--- src/rtl/prq_pkg.sv ---
// Package for the priority ready-queue scheduler.
// Transaction types, operation and status codes, controller/datapath interface.
// No dependencies.
package prq_pkg;

  localparam int unsigned NumThreadsDef = 32;
  localparam int unsigned PidW          = 5;

  typedef enum logic [1:0] {
    OP_CREATE = 2'd0,
    OP_YIELD  = 2'd1,
    OP_EXIT   = 2'd2,
    OP_REAP   = 2'd3
  } op_e;

  typedef enum logic [1:0] {
    ST_OK   = 2'd0,
    ST_FULL = 2'd1,
    ST_NONE = 2'd2
  } status_e;

  typedef struct packed {
    op_e        op;
    logic [7:0] priority_req;
  } req_t;

  typedef struct packed {
    logic [1:0]      status;
    logic [PidW-1:0] new_pid;
    logic [PidW-1:0] current_pid;
    logic            current_valid;
  } res_t;

  typedef enum logic [3:0] {
    DP_NOP,
    DP_LOAD,
    DP_FREE_STEP,
    DP_ZOMB,
    DP_CMP_START,
    DP_CMP_RD,
    DP_CMP_CHK,
    DP_CMP_END,
    DP_PR_RD,
    DP_PR_LAT,
    DP_INS_RDQ,
    DP_INS_RDP,
    DP_INS_DEC,
    DP_INS_HEAD,
    DP_PICK_CHK,
    DP_PICK_NONE
  } dp_cmd_e;

  typedef struct packed {
    op_e  op;
    logic free_hit;
    logic scan_last;
    logic idx_zero;
    logic idx_at_count;
    logic prio_gt;
    logic zombie_hit;
    logic present;
  } dp_stat_t;

endpackage

--- src/rtl/prq_datapath.sv ---
// Datapath: slot flags, priority and queue memories, counters and result registers.
// Depends on prq_pkg; driven by prq_ctrl commands.
module prq_datapath #(
  parameter int unsigned NUM_THREADS = prq_pkg::NumThreadsDef
) (
  input  logic              clk_i,
  input  logic              rst_ni,
  input  prq_pkg::req_t     req_i,
  input  prq_pkg::dp_cmd_e  cmd_i,
  output prq_pkg::dp_stat_t stat_o,
  output prq_pkg::res_t     res_o
);
  import prq_pkg::*;

  localparam int unsigned IW = (NUM_THREADS > 1) ? $clog2(NUM_THREADS) : 1;
  localparam int unsigned CW = $clog2(NUM_THREADS + 1);

  op_e                  op_q;
  logic [7:0]           pr_q;
  logic [NUM_THREADS-1:0] used_q, zomb_q;
  logic [IW-1:0]        cur_q;
  logic                 pres_q;
  logic [CW-1:0]        cnt_q, idx_q, wr_q;
  logic [IW-1:0]        ins_pid_q, qv_q, new_pid_q;
  logic [7:0]           ins_pr_q;
  logic [1:0]           status_q;

  logic [IW-1:0] qmem [NUM_THREADS];
  logic [7:0]    pmem [NUM_THREADS];
  logic [IW-1:0] q_rdata;
  logic [7:0]    p_rdata;

  logic [IW-1:0] idx_a, idx_m1, q_raddr, q_waddr, q_wdata, p_raddr;
  logic [CW-1:0] idx_dec;
  logic          q_we, p_we, skip, free_hit, prio_gt;

  assign idx_a    = idx_q[IW-1:0];
  assign idx_dec  = idx_q - CW'(1);
  assign idx_m1   = idx_dec[IW-1:0];
  assign free_hit = !used_q[idx_a];
  assign prio_gt  = p_rdata > ins_pr_q;
  assign skip     = (op_q == OP_REAP) ? zomb_q[q_rdata] : (q_rdata == cur_q);

  assign q_raddr = (cmd_i == DP_INS_RDQ) ? idx_m1 : idx_a;
  assign p_raddr = (cmd_i == DP_INS_RDP) ? q_rdata : cur_q;
  assign p_we    = (cmd_i == DP_FREE_STEP) && free_hit;

  always_comb begin
    q_we    = 1'b0;
    q_waddr = idx_a;
    q_wdata = ins_pid_q;
    case (cmd_i)
      DP_CMP_CHK: begin
        q_we    = !skip;
        q_waddr = wr_q[IW-1:0];
        q_wdata = q_rdata;
      end
      DP_INS_DEC: begin
        q_we    = 1'b1;
        q_wdata = prio_gt ? qv_q : ins_pid_q;
      end
      DP_INS_HEAD: begin
        q_we    = 1'b1;
        q_waddr = '0;
      end
      default: q_we = 1'b0;
    endcase
  end

  always_ff @(posedge clk_i) begin
    if (q_we) qmem[q_waddr] <= q_wdata;
    q_rdata <= qmem[q_raddr];
  end

  always_ff @(posedge clk_i) begin
    if (p_we) pmem[idx_a] <= pr_q;
    p_rdata <= pmem[p_raddr];
  end

  always_ff @(posedge clk_i or negedge rst_ni) begin
    if (!rst_ni) begin
      op_q      <= OP_CREATE;
      pr_q      <= '0;
      used_q    <= '0;
      zomb_q    <= '0;
      cur_q     <= '0;
      pres_q    <= 1'b0;
      cnt_q     <= '0;
      idx_q     <= '0;
      wr_q      <= '0;
      ins_pid_q <= '0;
      ins_pr_q  <= '0;
      qv_q      <= '0;
      new_pid_q <= '0;
      status_q  <= ST_OK;
    end else begin
      case (cmd_i)
        DP_LOAD: begin
          op_q      <= req_i.op;
          pr_q      <= req_i.priority_req;
          status_q  <= ST_OK;
          new_pid_q <= '0;
        end
        DP_FREE_STEP: begin
          if (free_hit) begin
            used_q[idx_a] <= 1'b1;
            zomb_q[idx_a] <= 1'b0;
            ins_pid_q     <= idx_a;
            ins_pr_q      <= pr_q;
            new_pid_q     <= idx_a;
            idx_q         <= cnt_q;
          end else if (idx_q == CW'(NUM_THREADS - 1)) begin
            status_q <= ST_FULL;
          end else begin
            idx_q <= idx_q + CW'(1);
          end
        end
        DP_ZOMB: begin
          if (pres_q) zomb_q[cur_q] <= 1'b1;
        end
        DP_CMP_START: begin
          idx_q <= '0;
          wr_q  <= '0;
        end
        DP_CMP_CHK: begin
          if (skip) begin
            if (op_q == OP_REAP) begin
              used_q[q_rdata] <= 1'b0;
              zomb_q[q_rdata] <= 1'b0;
              if (pres_q && cur_q == q_rdata) begin
                pres_q <= 1'b0;
                cur_q  <= '0;
              end
            end
          end else begin
            wr_q <= wr_q + CW'(1);
          end
          idx_q <= idx_q + CW'(1);
        end
        DP_CMP_END: begin
          cnt_q <= wr_q;
          idx_q <= '0;
        end
        DP_PR_LAT: begin
          ins_pr_q  <= p_rdata;
          ins_pid_q <= cur_q;
          idx_q     <= cnt_q;
        end
        DP_INS_RDP: qv_q <= q_rdata;
        DP_INS_DEC: begin
          if (prio_gt) begin
            idx_q <= idx_dec;
          end else begin
            cnt_q <= cnt_q + CW'(1);
            idx_q <= '0;
          end
        end
        DP_INS_HEAD: begin
          cnt_q <= cnt_q + CW'(1);
          idx_q <= '0;
        end
        DP_PICK_CHK: begin
          if (!zomb_q[q_rdata]) begin
            cur_q  <= q_rdata;
            pres_q <= 1'b1;
          end else begin
            idx_q <= idx_q + CW'(1);
          end
        end
        DP_PICK_NONE: begin
          cur_q    <= '0;
          pres_q   <= 1'b0;
          status_q <= ST_NONE;
        end
        default: idx_q <= idx_q;
      endcase
    end
  end

  assign stat_o.op           = op_q;
  assign stat_o.free_hit     = free_hit;
  assign stat_o.scan_last    = idx_q == CW'(NUM_THREADS - 1);
  assign stat_o.idx_zero     = idx_q == '0;
  assign stat_o.idx_at_count = idx_q == cnt_q;
  assign stat_o.prio_gt      = prio_gt;
  assign stat_o.zombie_hit   = zomb_q[q_rdata];
  assign stat_o.present      = pres_q;

  assign res_o.status        = status_q;
  assign res_o.new_pid       = PidW'(new_pid_q);
  assign res_o.current_pid   = PidW'(cur_q);
  assign res_o.current_valid = pres_q;

  a_cnt_bound: assert property (@(posedge clk_i) disable iff (!rst_ni)
    cnt_q <= CW'(NUM_THREADS))
    else $error("queue count above table size");
  a_zomb_used: assert property (@(posedge clk_i) disable iff (!rst_ni)
    (zomb_q & ~used_q) == '0)
    else $error("zombie flag on a free slot");
  a_cur_used: assert property (@(posedge clk_i) disable iff (!rst_ni)
    pres_q |-> used_q[cur_q])
    else $error("current thread on a free slot");

endmodule

--- src/rtl/prq_ctrl.sv ---
// Controller: one-hot sequencer stepping the datapath through each operation.
// Depends on prq_pkg; drives prq_datapath.
module prq_ctrl (
  input  logic              clk_i,
  input  logic              rst_ni,
  input  logic              start,
  input  prq_pkg::dp_stat_t stat_i,
  output logic              busy,
  output logic              done_o,
  output prq_pkg::dp_cmd_e  cmd_o
);
  import prq_pkg::*;

  typedef enum logic [13:0] {
    S_IDLE     = 14'b00000000000001,
    S_DISPATCH = 14'b00000000000010,
    S_FREE     = 14'b00000000000100,
    S_ZOMB     = 14'b00000000001000,
    S_CMP_RD   = 14'b00000000010000,
    S_CMP_CHK  = 14'b00000000100000,
    S_PR_RD    = 14'b00000001000000,
    S_PR_LAT   = 14'b00000010000000,
    S_INS_RDQ  = 14'b00000100000000,
    S_INS_RDP  = 14'b00001000000000,
    S_INS_DEC  = 14'b00010000000000,
    S_PICK_RD  = 14'b00100000000000,
    S_PICK_CHK = 14'b01000000000000,
    S_DONE     = 14'b10000000000000
  } state_e;

  state_e state_q, state_d;
  state_e ins_exit;

  assign ins_exit = (stat_i.op == OP_CREATE) ? S_DONE : S_PICK_RD;

  always_comb begin
    state_d = state_q;
    cmd_o   = DP_NOP;
    case (state_q)
      S_IDLE: begin
        if (start) begin
          cmd_o   = DP_LOAD;
          state_d = S_DISPATCH;
        end
      end
      S_DISPATCH: begin
        cmd_o = DP_CMP_START;
        case (stat_i.op)
          OP_CREATE: state_d = S_FREE;
          OP_EXIT:   state_d = S_ZOMB;
          OP_REAP:   state_d = S_CMP_RD;
          default:   state_d = stat_i.present ? S_CMP_RD : S_PICK_RD;
        endcase
      end
      S_FREE: begin
        cmd_o = DP_FREE_STEP;
        if (stat_i.free_hit) state_d = S_INS_RDQ;
        else if (stat_i.scan_last) state_d = S_DONE;
      end
      S_ZOMB: begin
        cmd_o   = DP_ZOMB;
        state_d = stat_i.present ? S_CMP_RD : S_PICK_RD;
      end
      S_CMP_RD: begin
        if (stat_i.idx_at_count) begin
          cmd_o   = DP_CMP_END;
          state_d = (stat_i.op == OP_REAP) ? S_DONE : S_PR_RD;
        end else begin
          cmd_o   = DP_CMP_RD;
          state_d = S_CMP_CHK;
        end
      end
      S_CMP_CHK: begin
        cmd_o   = DP_CMP_CHK;
        state_d = S_CMP_RD;
      end
      S_PR_RD: begin
        cmd_o   = DP_PR_RD;
        state_d = S_PR_LAT;
      end
      S_PR_LAT: begin
        cmd_o   = DP_PR_LAT;
        state_d = S_INS_RDQ;
      end
      S_INS_RDQ: begin
        if (stat_i.idx_zero) begin
          cmd_o   = DP_INS_HEAD;
          state_d = ins_exit;
        end else begin
          cmd_o   = DP_INS_RDQ;
          state_d = S_INS_RDP;
        end
      end
      S_INS_RDP: begin
        cmd_o   = DP_INS_RDP;
        state_d = S_INS_DEC;
      end
      S_INS_DEC: begin
        cmd_o   = DP_INS_DEC;
        state_d = stat_i.prio_gt ? S_INS_RDQ : ins_exit;
      end
      S_PICK_RD: begin
        if (stat_i.idx_at_count) begin
          cmd_o   = DP_PICK_NONE;
          state_d = S_DONE;
        end else begin
          state_d = S_PICK_CHK;
        end
      end
      S_PICK_CHK: begin
        cmd_o   = DP_PICK_CHK;
        state_d = stat_i.zombie_hit ? S_PICK_RD : S_DONE;
      end
      S_DONE:  state_d = S_IDLE;
      default: state_d = S_IDLE;
    endcase
  end

  always_ff @(posedge clk_i or negedge rst_ni) begin
    if (!rst_ni) begin
      state_q <= S_IDLE;
    end else begin
      state_q <= state_d;
    end
  end

  assign busy   = state_q != S_IDLE;
  assign done_o = state_q == S_DONE;

  a_done_pulse: assert property (@(posedge clk_i) disable iff (!rst_ni)
    done_o |=> !done_o)
    else $error("result strobe longer than one cycle");
  a_start_busy: assert property (@(posedge clk_i) disable iff (!rst_ni)
    (start && !busy) |=> busy)
    else $error("accepted transaction did not raise busy");
  a_done_idle: assert property (@(posedge clk_i) disable iff (!rst_ni)
    done_o |=> !busy)
    else $error("sequencer not idle after result");

endmodule

--- src/rtl/priority_ready_queue_scheduler.sv ---
// Priority ready-queue scheduler: top level joining prq_ctrl and prq_datapath.
// Operations: create scans up to NUM_THREADS slots for a free one, then inserts the new
// thread by priority; yield/exit remove the current thread (if any) from the queue, re-insert
// it by priority and pick the next non-zombie entry; reap removes zombie entries.
// Throughput: one transaction at a time; busy holds until the one-cycle done_o strobe.
// Reset clears flags, count and current thread at once; queue and priority memories need none.
module priority_ready_queue_scheduler #(
  parameter int unsigned NUM_THREADS = prq_pkg::NumThreadsDef
) (
  input  logic          clk_i,
  input  logic          rst_ni,
  input  logic          start,
  output logic          busy,
  input  prq_pkg::req_t req_i,
  output logic          done_o,
  output prq_pkg::res_t res_o
);
  import prq_pkg::*;

  dp_cmd_e  cmd;
  dp_stat_t stat;

  prq_ctrl u_ctrl (
    .clk_i  (clk_i),
    .rst_ni (rst_ni),
    .start  (start),
    .stat_i (stat),
    .busy   (busy),
    .done_o (done_o),
    .cmd_o  (cmd)
  );

  prq_datapath #(
    .NUM_THREADS (NUM_THREADS)
  ) u_datapath (
    .clk_i  (clk_i),
    .rst_ni (rst_ni),
    .req_i  (req_i),
    .cmd_i  (cmd),
    .stat_o (stat),
    .res_o  (res_o)
  );

endmodule
--- config.mk ---
export PLATFORM = sky130hd
export DESIGN_NAME = priority_ready_queue_scheduler
export DESIGN_NICKNAME = d
export VERILOG_FILES = /design/src/rtl/prq_pkg.sv /design/src/rtl/prq_datapath.sv /design/src/rtl/prq_ctrl.sv /design/src/rtl/priority_ready_queue_scheduler.sv
export SDC_FILE = /design/constraint.sdc
export NUM_CORES = 1
export LEC_CHECK = 0
export BUFFER_PORTS_ARGS = -buffer_cell sky130_fd_sc_hd__buf_2
export CAP_MARGIN = 20
export CORE_UTILIZATION = 51
export CTS_CLUSTER_SIZE = 25
export DETAILED_ROUTE_END_ITERATION = 10
export PLACE_DENSITY = 0.73
export SYNTH_ARGS = -nofsm -noshare
export SYNTH_HDL_FRONTEND = slang
export SYNTH_SLANG_ARGS = --single-unit
--- constraint.sdc ---
create_clock -name clk_i -period 4.5 [get_ports clk_i]
set_input_delay 0.225 -clock clk_i [delete_from_list [all_inputs] [get_ports clk_i]]
set_output_delay 0.225 -clock clk_i [all_outputs]
set_load 0.005 [all_outputs]
* After elaboration in Yosys (flattened, before gate mapping)
Memories as Yosys holds them, arrays and structs flattened. A register that Yosys moved wholly into a read port is not among the register bits.
Cells that the tools add are included.
** Cells by class
- Mux-type cells :: 75
- Magnitude comparators :: 7
- Add/sub/neg operators :: 4
- Reduce and logical (&&, ||, !) cells :: 30
- Bitwise logic cells :: 7
- Equal/unequal tests :: 48
** Operator list (count)
- 32-bit two-way mux :: 7
- 14-bit one-hot mux with 13 select lines :: 1
- 14-bit two-way mux :: 10
- 32-bit AND :: 3
- 32-bit one-hot mux with 3 select lines :: 1
- 32-bit NOT :: 2
- 32-bit bitwise OR :: 2
- 32-bit one-hot mux with 2 select lines :: 1
- 4-bit one-hot mux with 13 select lines :: 1
- 14-bit one-hot mux with 3 select lines :: 1
- 5-bit two-way mux :: 8
- 5-bit one-hot mux with 2 select lines :: 4
- 6-bit two-way mux :: 6
- 6-bit one-hot mux with 6 select lines :: 1
- 4-bit == test (second input constant) :: 7
- 6-bit by 1-bit adder with 6-bit output (second input constant) :: 3
- 5-bit by 6-bit < comparator with 1-bit output (second input constant) :: 3
- 6-bit one-hot mux with 3 select lines :: 1
- 2-bit != test (second input constant) :: 8
- 8-bit one-hot mux with 2 select lines :: 1
- 1-bit demux with 5-bit select :: 3
- 5-bit by 1-bit greater-or-equal comparator with 1-bit output (second input constant) :: 3
- 1-bit two-way mux :: 15
- 5-bit one-hot mux with 3 select lines :: 1
- 49 further kinds :: 78
** Word-level totals
- Output and inout bits :: 15
- Bits in writable memories :: 416
- Memories kept :: 2
- Register bits after elaboration :: 137
- Bits of input ports :: 13
** Memories
- u_datapath.pmem :: depth 32, width 8, read ports 1, clocked after memory_dff 1, write ports 1, RTL line prq_datapath.sv:29 : logic [7:0] pmem [NUM_THREADS];
- u_datapath.qmem :: depth 32, width 5, read ports 1, clocked after memory_dff 1, write ports 1, RTL line prq_datapath.sv:28 : logic [IW-1:0] qmem [NUM_THREADS];

* Depth between registers and ports, before layout
- Word-level depth :: 9
- Depth in mapped cells :: 13
- Gate-level depth less buffers :: 10

* Cells and area by module
A second synthesis with hierarchy kept.
** Unflattened totals
- Cells, all modules :: 2032
- Area total of the unflattened synthesis :: 25306.8 sq um
** By module, submodules not included
- prq_datapath :: cells each 1893, area an instance 24135.6 sq um, instances 1
- prq_ctrl :: cells each 139, area an instance 1171.1 sq um, instances 1

* Least setup slack after synthesis
Ideal clock, no wire load.
- Path kind :: reg2reg
- Start point :: register u_datapath.q_rdata[0], read port of u_datapath.qmem
- End point :: memory u_datapath.qmem[10][0] (netlist name) (enable)
- Buffers on the path :: 2
- Period minus slack after synthesis :: 3.286 ns
- Arrival :: 2.911 ns
- Cell stages (with the launch flop) :: 11
- Library setup time :: 0.375 ns
- Slack :: 1.214 ns
- Cell sequence :: dfxtp_1 > buf_2 > buf_2 > mux2_2 > a2bb2oi_1 > nand4_1 > o2111ai_1 > a31oi_1 > nor2_1 > or3_1 > nor3b_1
** Between the ends
- Longest elaborated chain between the ends :: 7
- Elaborated cells between the ends (all ways) :: 8
- Classes of those cells :: 1 x eq/ne; 6 x mux; 1 x reduce/logical
** RTL lines
- start, declared :: RTL line prq_datapath.sv:30 : logic [IW-1:0] q_rdata;
- 1-bit binary-select mux with 5-bit select :: RTL line prq_datapath.sv:42 : assign skip = (op_q == OP_REAP) ? zomb_q[q_rdata] : (q_rdata == cur_q);
- 1-bit two-way mux (implied by the code) :: RTL line prq_datapath.sv:42
- 1-bit two-way mux (*) :: RTL line prq_datapath.sv:42
- 1-bit zero test (*) :: RTL line prq_datapath.sv:54 : q_we = !skip;
- 1-bit one-hot mux with 2 select lines (*) :: RTL line prq_datapath.sv:52 : case (cmd_i)
- 1-bit two-way mux (*) :: RTL line prq_datapath.sv:71 : if (q_we) qmem[q_waddr] <= q_wdata;
- 1-bit two-way mux (implied by the code) (*) :: RTL line prq_datapath.sv:71
- end, declared :: RTL line prq_datapath.sv:28
Mark *: on every way between the ends. The rest lies on a longest branch, timed or not. The select of a mux whose other input is x is not followed.

* Final worst setup path
- Start point :: register u_datapath.q_rdata[0], read port of u_datapath.qmem
- End point :: memory u_datapath.qmem[5][4] (netlist name) (enable)
The elaborated chain is that of the path after synthesis.

==> summary.md <==
| Metric | Value |
|---|---|
| Status | `completed` |
| GRT Total Usage | `0.275` |
| Core ar. | `49,000 um^2` |
| TritonCTS clock tree | `done` |
| TritonCTS Sinks | `566` |
| Most used cell, CP | `buf_4` |
| Power Density | `587 nW/um^2` |
| Buffers & Inverters on Critical Path | `3` |
| Synth Net Count | `2,236` |
| RSZ-0062 raised after global routing | `false` |
| Ys async rst share | `0.242` |
| Final Cycle Share | `0.930` |
| Clock latency on the worst-skew pair | `0.63 ns` |
| Grt met1 use | `0.393` |
| Xor/xnor share of the synthesized area | `0.00968` |
| Largest net degree at the start of global routing | `102` |
| Vias | `18,300` |
| Slew HR | `0.241` |
| Synth Area per Inst | `11.5 um^2` |
| Setup Skew | `0.0240 ns` |
| Post-CTS sizing | `0` |
| Met3 Use GR | `0.0519` |
| Critical path peak fanout | `15` |
| Pre-Repair DR Iteration Count | `7` |
| Post-Place Cells | `2,829` |
| Crit end category | `register` |
| Antenna violations before repair | `0` |
| Final setup violation count | `0` |
| Initial Utilization | `0.517` |
| Sequential area share after synthesis | `0.639` |
| Clk root buf | `clkbuf_16` |
| FF+latch count, synth | `566` |
| Die W | `225 um` |
| Crit Reg-Reg Endpoint | `u_datapath.qmem[5][4]` |
| H-tree levels | `2` |
| Io pins | `28` |
| Setup bufs post-CTS | `0` |
| Worst IR Drop VDD | `0.000341 V` |
| Gr busiest metal | `met2` |
| Crit path cell chain | `buf_4 > mux2_2 > a2bb2oi_1 > nand4_1 > o2111ai_1 > buf_4 > a31oi_1 > buf_4 > nor2_1 > or3b_1 > nor2_1` |
| Global route total overflow | `0` |
| Slowest stage delay, CP | `0.86 ns` |
| Syn Inst Count | `2,208` |
| Min Tclk post-route | `4.18 ns` |
| Port Buffers | `27` |
| Filler cell count | `3,911` |
| Mux cell area share after synthesis | `0.0388` |
| Layout cells sized above 1 | `0.117` |
| R2R depth | `11` |
| Number of synthesized flops with an enable pin | `416` |
| Synth Area in Adders | `0.00741` |
| Max Fclk | `239 MHz` |
| CP startpoint kind | `register` |
| Pleak | `10.2 nW` |
| Die Area | `50,600 um^2` |
| Dpl hpwl | `44,000 um` |
| Synth Area in Compound Gates | `0.0976` |
| Placer Congestion | `0.949` |
| Via/cell ratio | `6.22` |
| # DRC | `0` |
| Synth cell types | `91` |
| Post-synthesis cell type with the largest combined area | `edfxtp_1` |
| CP max stage cell | `dfxtp_1` |
| Wire per inst | `23.5 um` |
| Max_cap viols | `0` |
| Vias in the first global route | `17,500` |
| Diode count | `0` |
| Final WL | `69,200 um` |
| WS Path Type | `register to register` |
| Worst setup startpoint | `u_datapath.q_rdata[0]` |
| Total CTS buffers | `56` |
| Pins Over Slew Limit | `0` |
| Ys flop type | `edfxtp_1` |
| Final cell count without fillers | `2,946` |
| CTS Buffer Depth | `3` |
| NumNets Final | `2,263` |
| Met2 GRT Util | `0.428` |
| Yosys top cell area share | `0.493` |
| Post-Synth Simple-Gate Area | `0.177` |
| First-pass GRT wire length | `105,000 um` |
| Synth Warn # | `0` |
| HP Class | `primary input to async pin` |
| R2R Setup Slk | `0.32 ns` |
| Sum of negative setup slack | `0 ns` |
| Critical R2R Launch | `u_datapath.q_rdata[0]` |
| ANT nets after route | `0` |
| Initial drt markers | `2,569` |
| Fin. Hold Viols | `0` |
| Required @ worst endpoint | `4.77 ns` |
| Arr. time, crit path | `4.45 ns` |
| Syn Std Cell Area | `25,300 um^2` |
| Worst-path clk slew | `0.06 ns` |
| Area Overhead vs Synth | `11.4%` |
| Die Y | `225 um` |
| Largest family of logic cells by synthesized area | `simple AND/OR/NAND/NOR gates` |
| Synth top area cells | `edfxtp_1, dfrtp_1, nand2_1` |
| Largest delay share family, worst path | `simple AND/OR/NAND/NOR gates` |
| Row count | `81` |
| Worst-margin pin slew | `1.13 ns` |
==> power by group <==
part           total, W  switching, W  internal, W
combinational   0.00512       0.00357      0.00155
clock           0.00469       0.00206      0.00263
sequential      0.00674      0.000389      0.00635
==> layout by cell type (no fill, tap or decap), types with 35 or more instances in the layout <==
cell	n
nor2_1	191
a31oi_1	35
o21ai_0	108
dfrtp_1	136
mux2i_1	53
edfxtp_1	416
a21oi_1	87
clkbuf_16	56
nand3_1	165
o22ai_1	37
buf_4	68
nand2_1	384
==> flip-flops by register name, summed over array words and instances (netlist names), 6 cells and up <==
name,count
u_datapath.p_rdata,8
u_datapath.idx_q,6
u_datapath.used_q,32
u_datapath.zomb_q,32
u_datapath.pr_q,8
u_datapath.qmem,160
u_datapath.wr_q,6
u_datapath.ins_pr_q,8
u_datapath.pmem,256
u_datapath.cnt_q,6
u_ctrl.state_q,14
==> layout make-up <==
type | count | area [um^2] | share of cell area
Sequential cell | 566 | 16200 | 0.574
Multi-Input combinational cell | 1472 | 8410 | 0.298
Clock buffer | 65 | 1470 | 0.0519
Timing Repair Buffer | 111 | 852 | 0.0302
Tap cell | 664 | 831 | 0.0294
Clock inverter | 40 | 369 | 0.0131
Inverter | 28 | 105 | 0.00372
==> worst register-to-register path: stages, from the launching register on <==
cell and delay, ns:
dfxtp_1 0.86, buf_4 0.34, mux2_2 0.35, a2bb2oi_1 0.13, nand4_1 0.11, o2111ai_1 0.12
buf_4 0.18, a31oi_1 0.29, buf_4 0.21, nor2_1 0.12, or3b_1 0.63, nor2_1 0.46
==> worst max path at each step <==
stage	endpoint	slack, ns	cells past startpoint
final	u_datapath.qmem[5][4]	0.32	11
after global routing	u_datapath.qmem[22][2]	0.21	11
after CTS	u_datapath.qmem[5][4]	0.40	11
after detailed placement	u_datapath.qmem[5][4]	0.43	11
after global placement	u_datapath.qmem[22][1]	0.54	11
after floorplan	u_datapath.qmem[10][0]	1.21	10
==> synth_stat cells (all sizes together) (4+ instances only) <==
| master | n |
|---|---|
| dfrtp | 136 |
| mux2i | 56 |
| nand2b | 31 |
| dfxtp | 13 |
| nand4b | 4 |
| nor3b | 10 |
| xnor2 | 19 |
| o2111ai | 21 |
| a22o | 11 |
| a32oi | 16 |
| a221oi | 5 |
| nor4 | 18 |
| o21a | 4 |
| o21ai | 112 |
| a31oi | 35 |
| nand2 | 385 |
| nor2 | 196 |
| edfxtp | 416 |
| or2 | 7 |
| and2 | 5 |
| nor2b | 9 |
| o211ai | 4 |
| buf | 63 |
| a22oi | 12 |
| a211o | 4 |
| and3 | 21 |
| inv | 27 |
| a21o | 5 |
| a221o | 4 |
| a21oi | 88 |
| o22ai | 37 |
| nand3b | 16 |
| or3 | 7 |
| nand3 | 167 |
| or4 | 6 |
| mux2 | 32 |
| nand4 | 26 |
| clkbuf | 79 |
| a211oi | 4 |
| ha | 15 |
| and4 | 4 |
| nor3 | 34 |
| xor2 | 9 |
==> stage by stage <==
stage	total power (W)	area [um^2]	utilization	hold WS (ns)	worst slack, ns
after floorplan	0.00999	25300	-	-0.0706	1.21
after global placement	0.0117	26300	0.536	0.411	0.543
after detailed placement	0.0118	26300	0.536	0.418	0.433
after CTS	0.0165	28200	0.576	0.302	0.395
after global routing	0.0172	28200	0.576	0.359	0.213
final	0.0166	28200	0.576	0.290	0.316
==> kinds of logic (layout without fill, tap and decap cells) <==
kind of cell,after synthesis,in the layout
flops,566,566
buf+inv,170,244
simple gates,954,954
fa+ha+maj,15,15
xor+xnor,28,28
mux,90,90
compound gates,385,385
==> routing by layer <==
metal  up-vias  share of wire
met2       995           0.46
met4         0          0.025
met1      9028           0.42
met5         -              0
met3       158          0.092
li1       8148              -
==> what timing repair did <==
item	in CTS	in global routing
endpoints found under the setup margin	0	0
hold buffers	12	0
endpoints found under the hold margin	111	0
(Power assumes the default switching activity.)
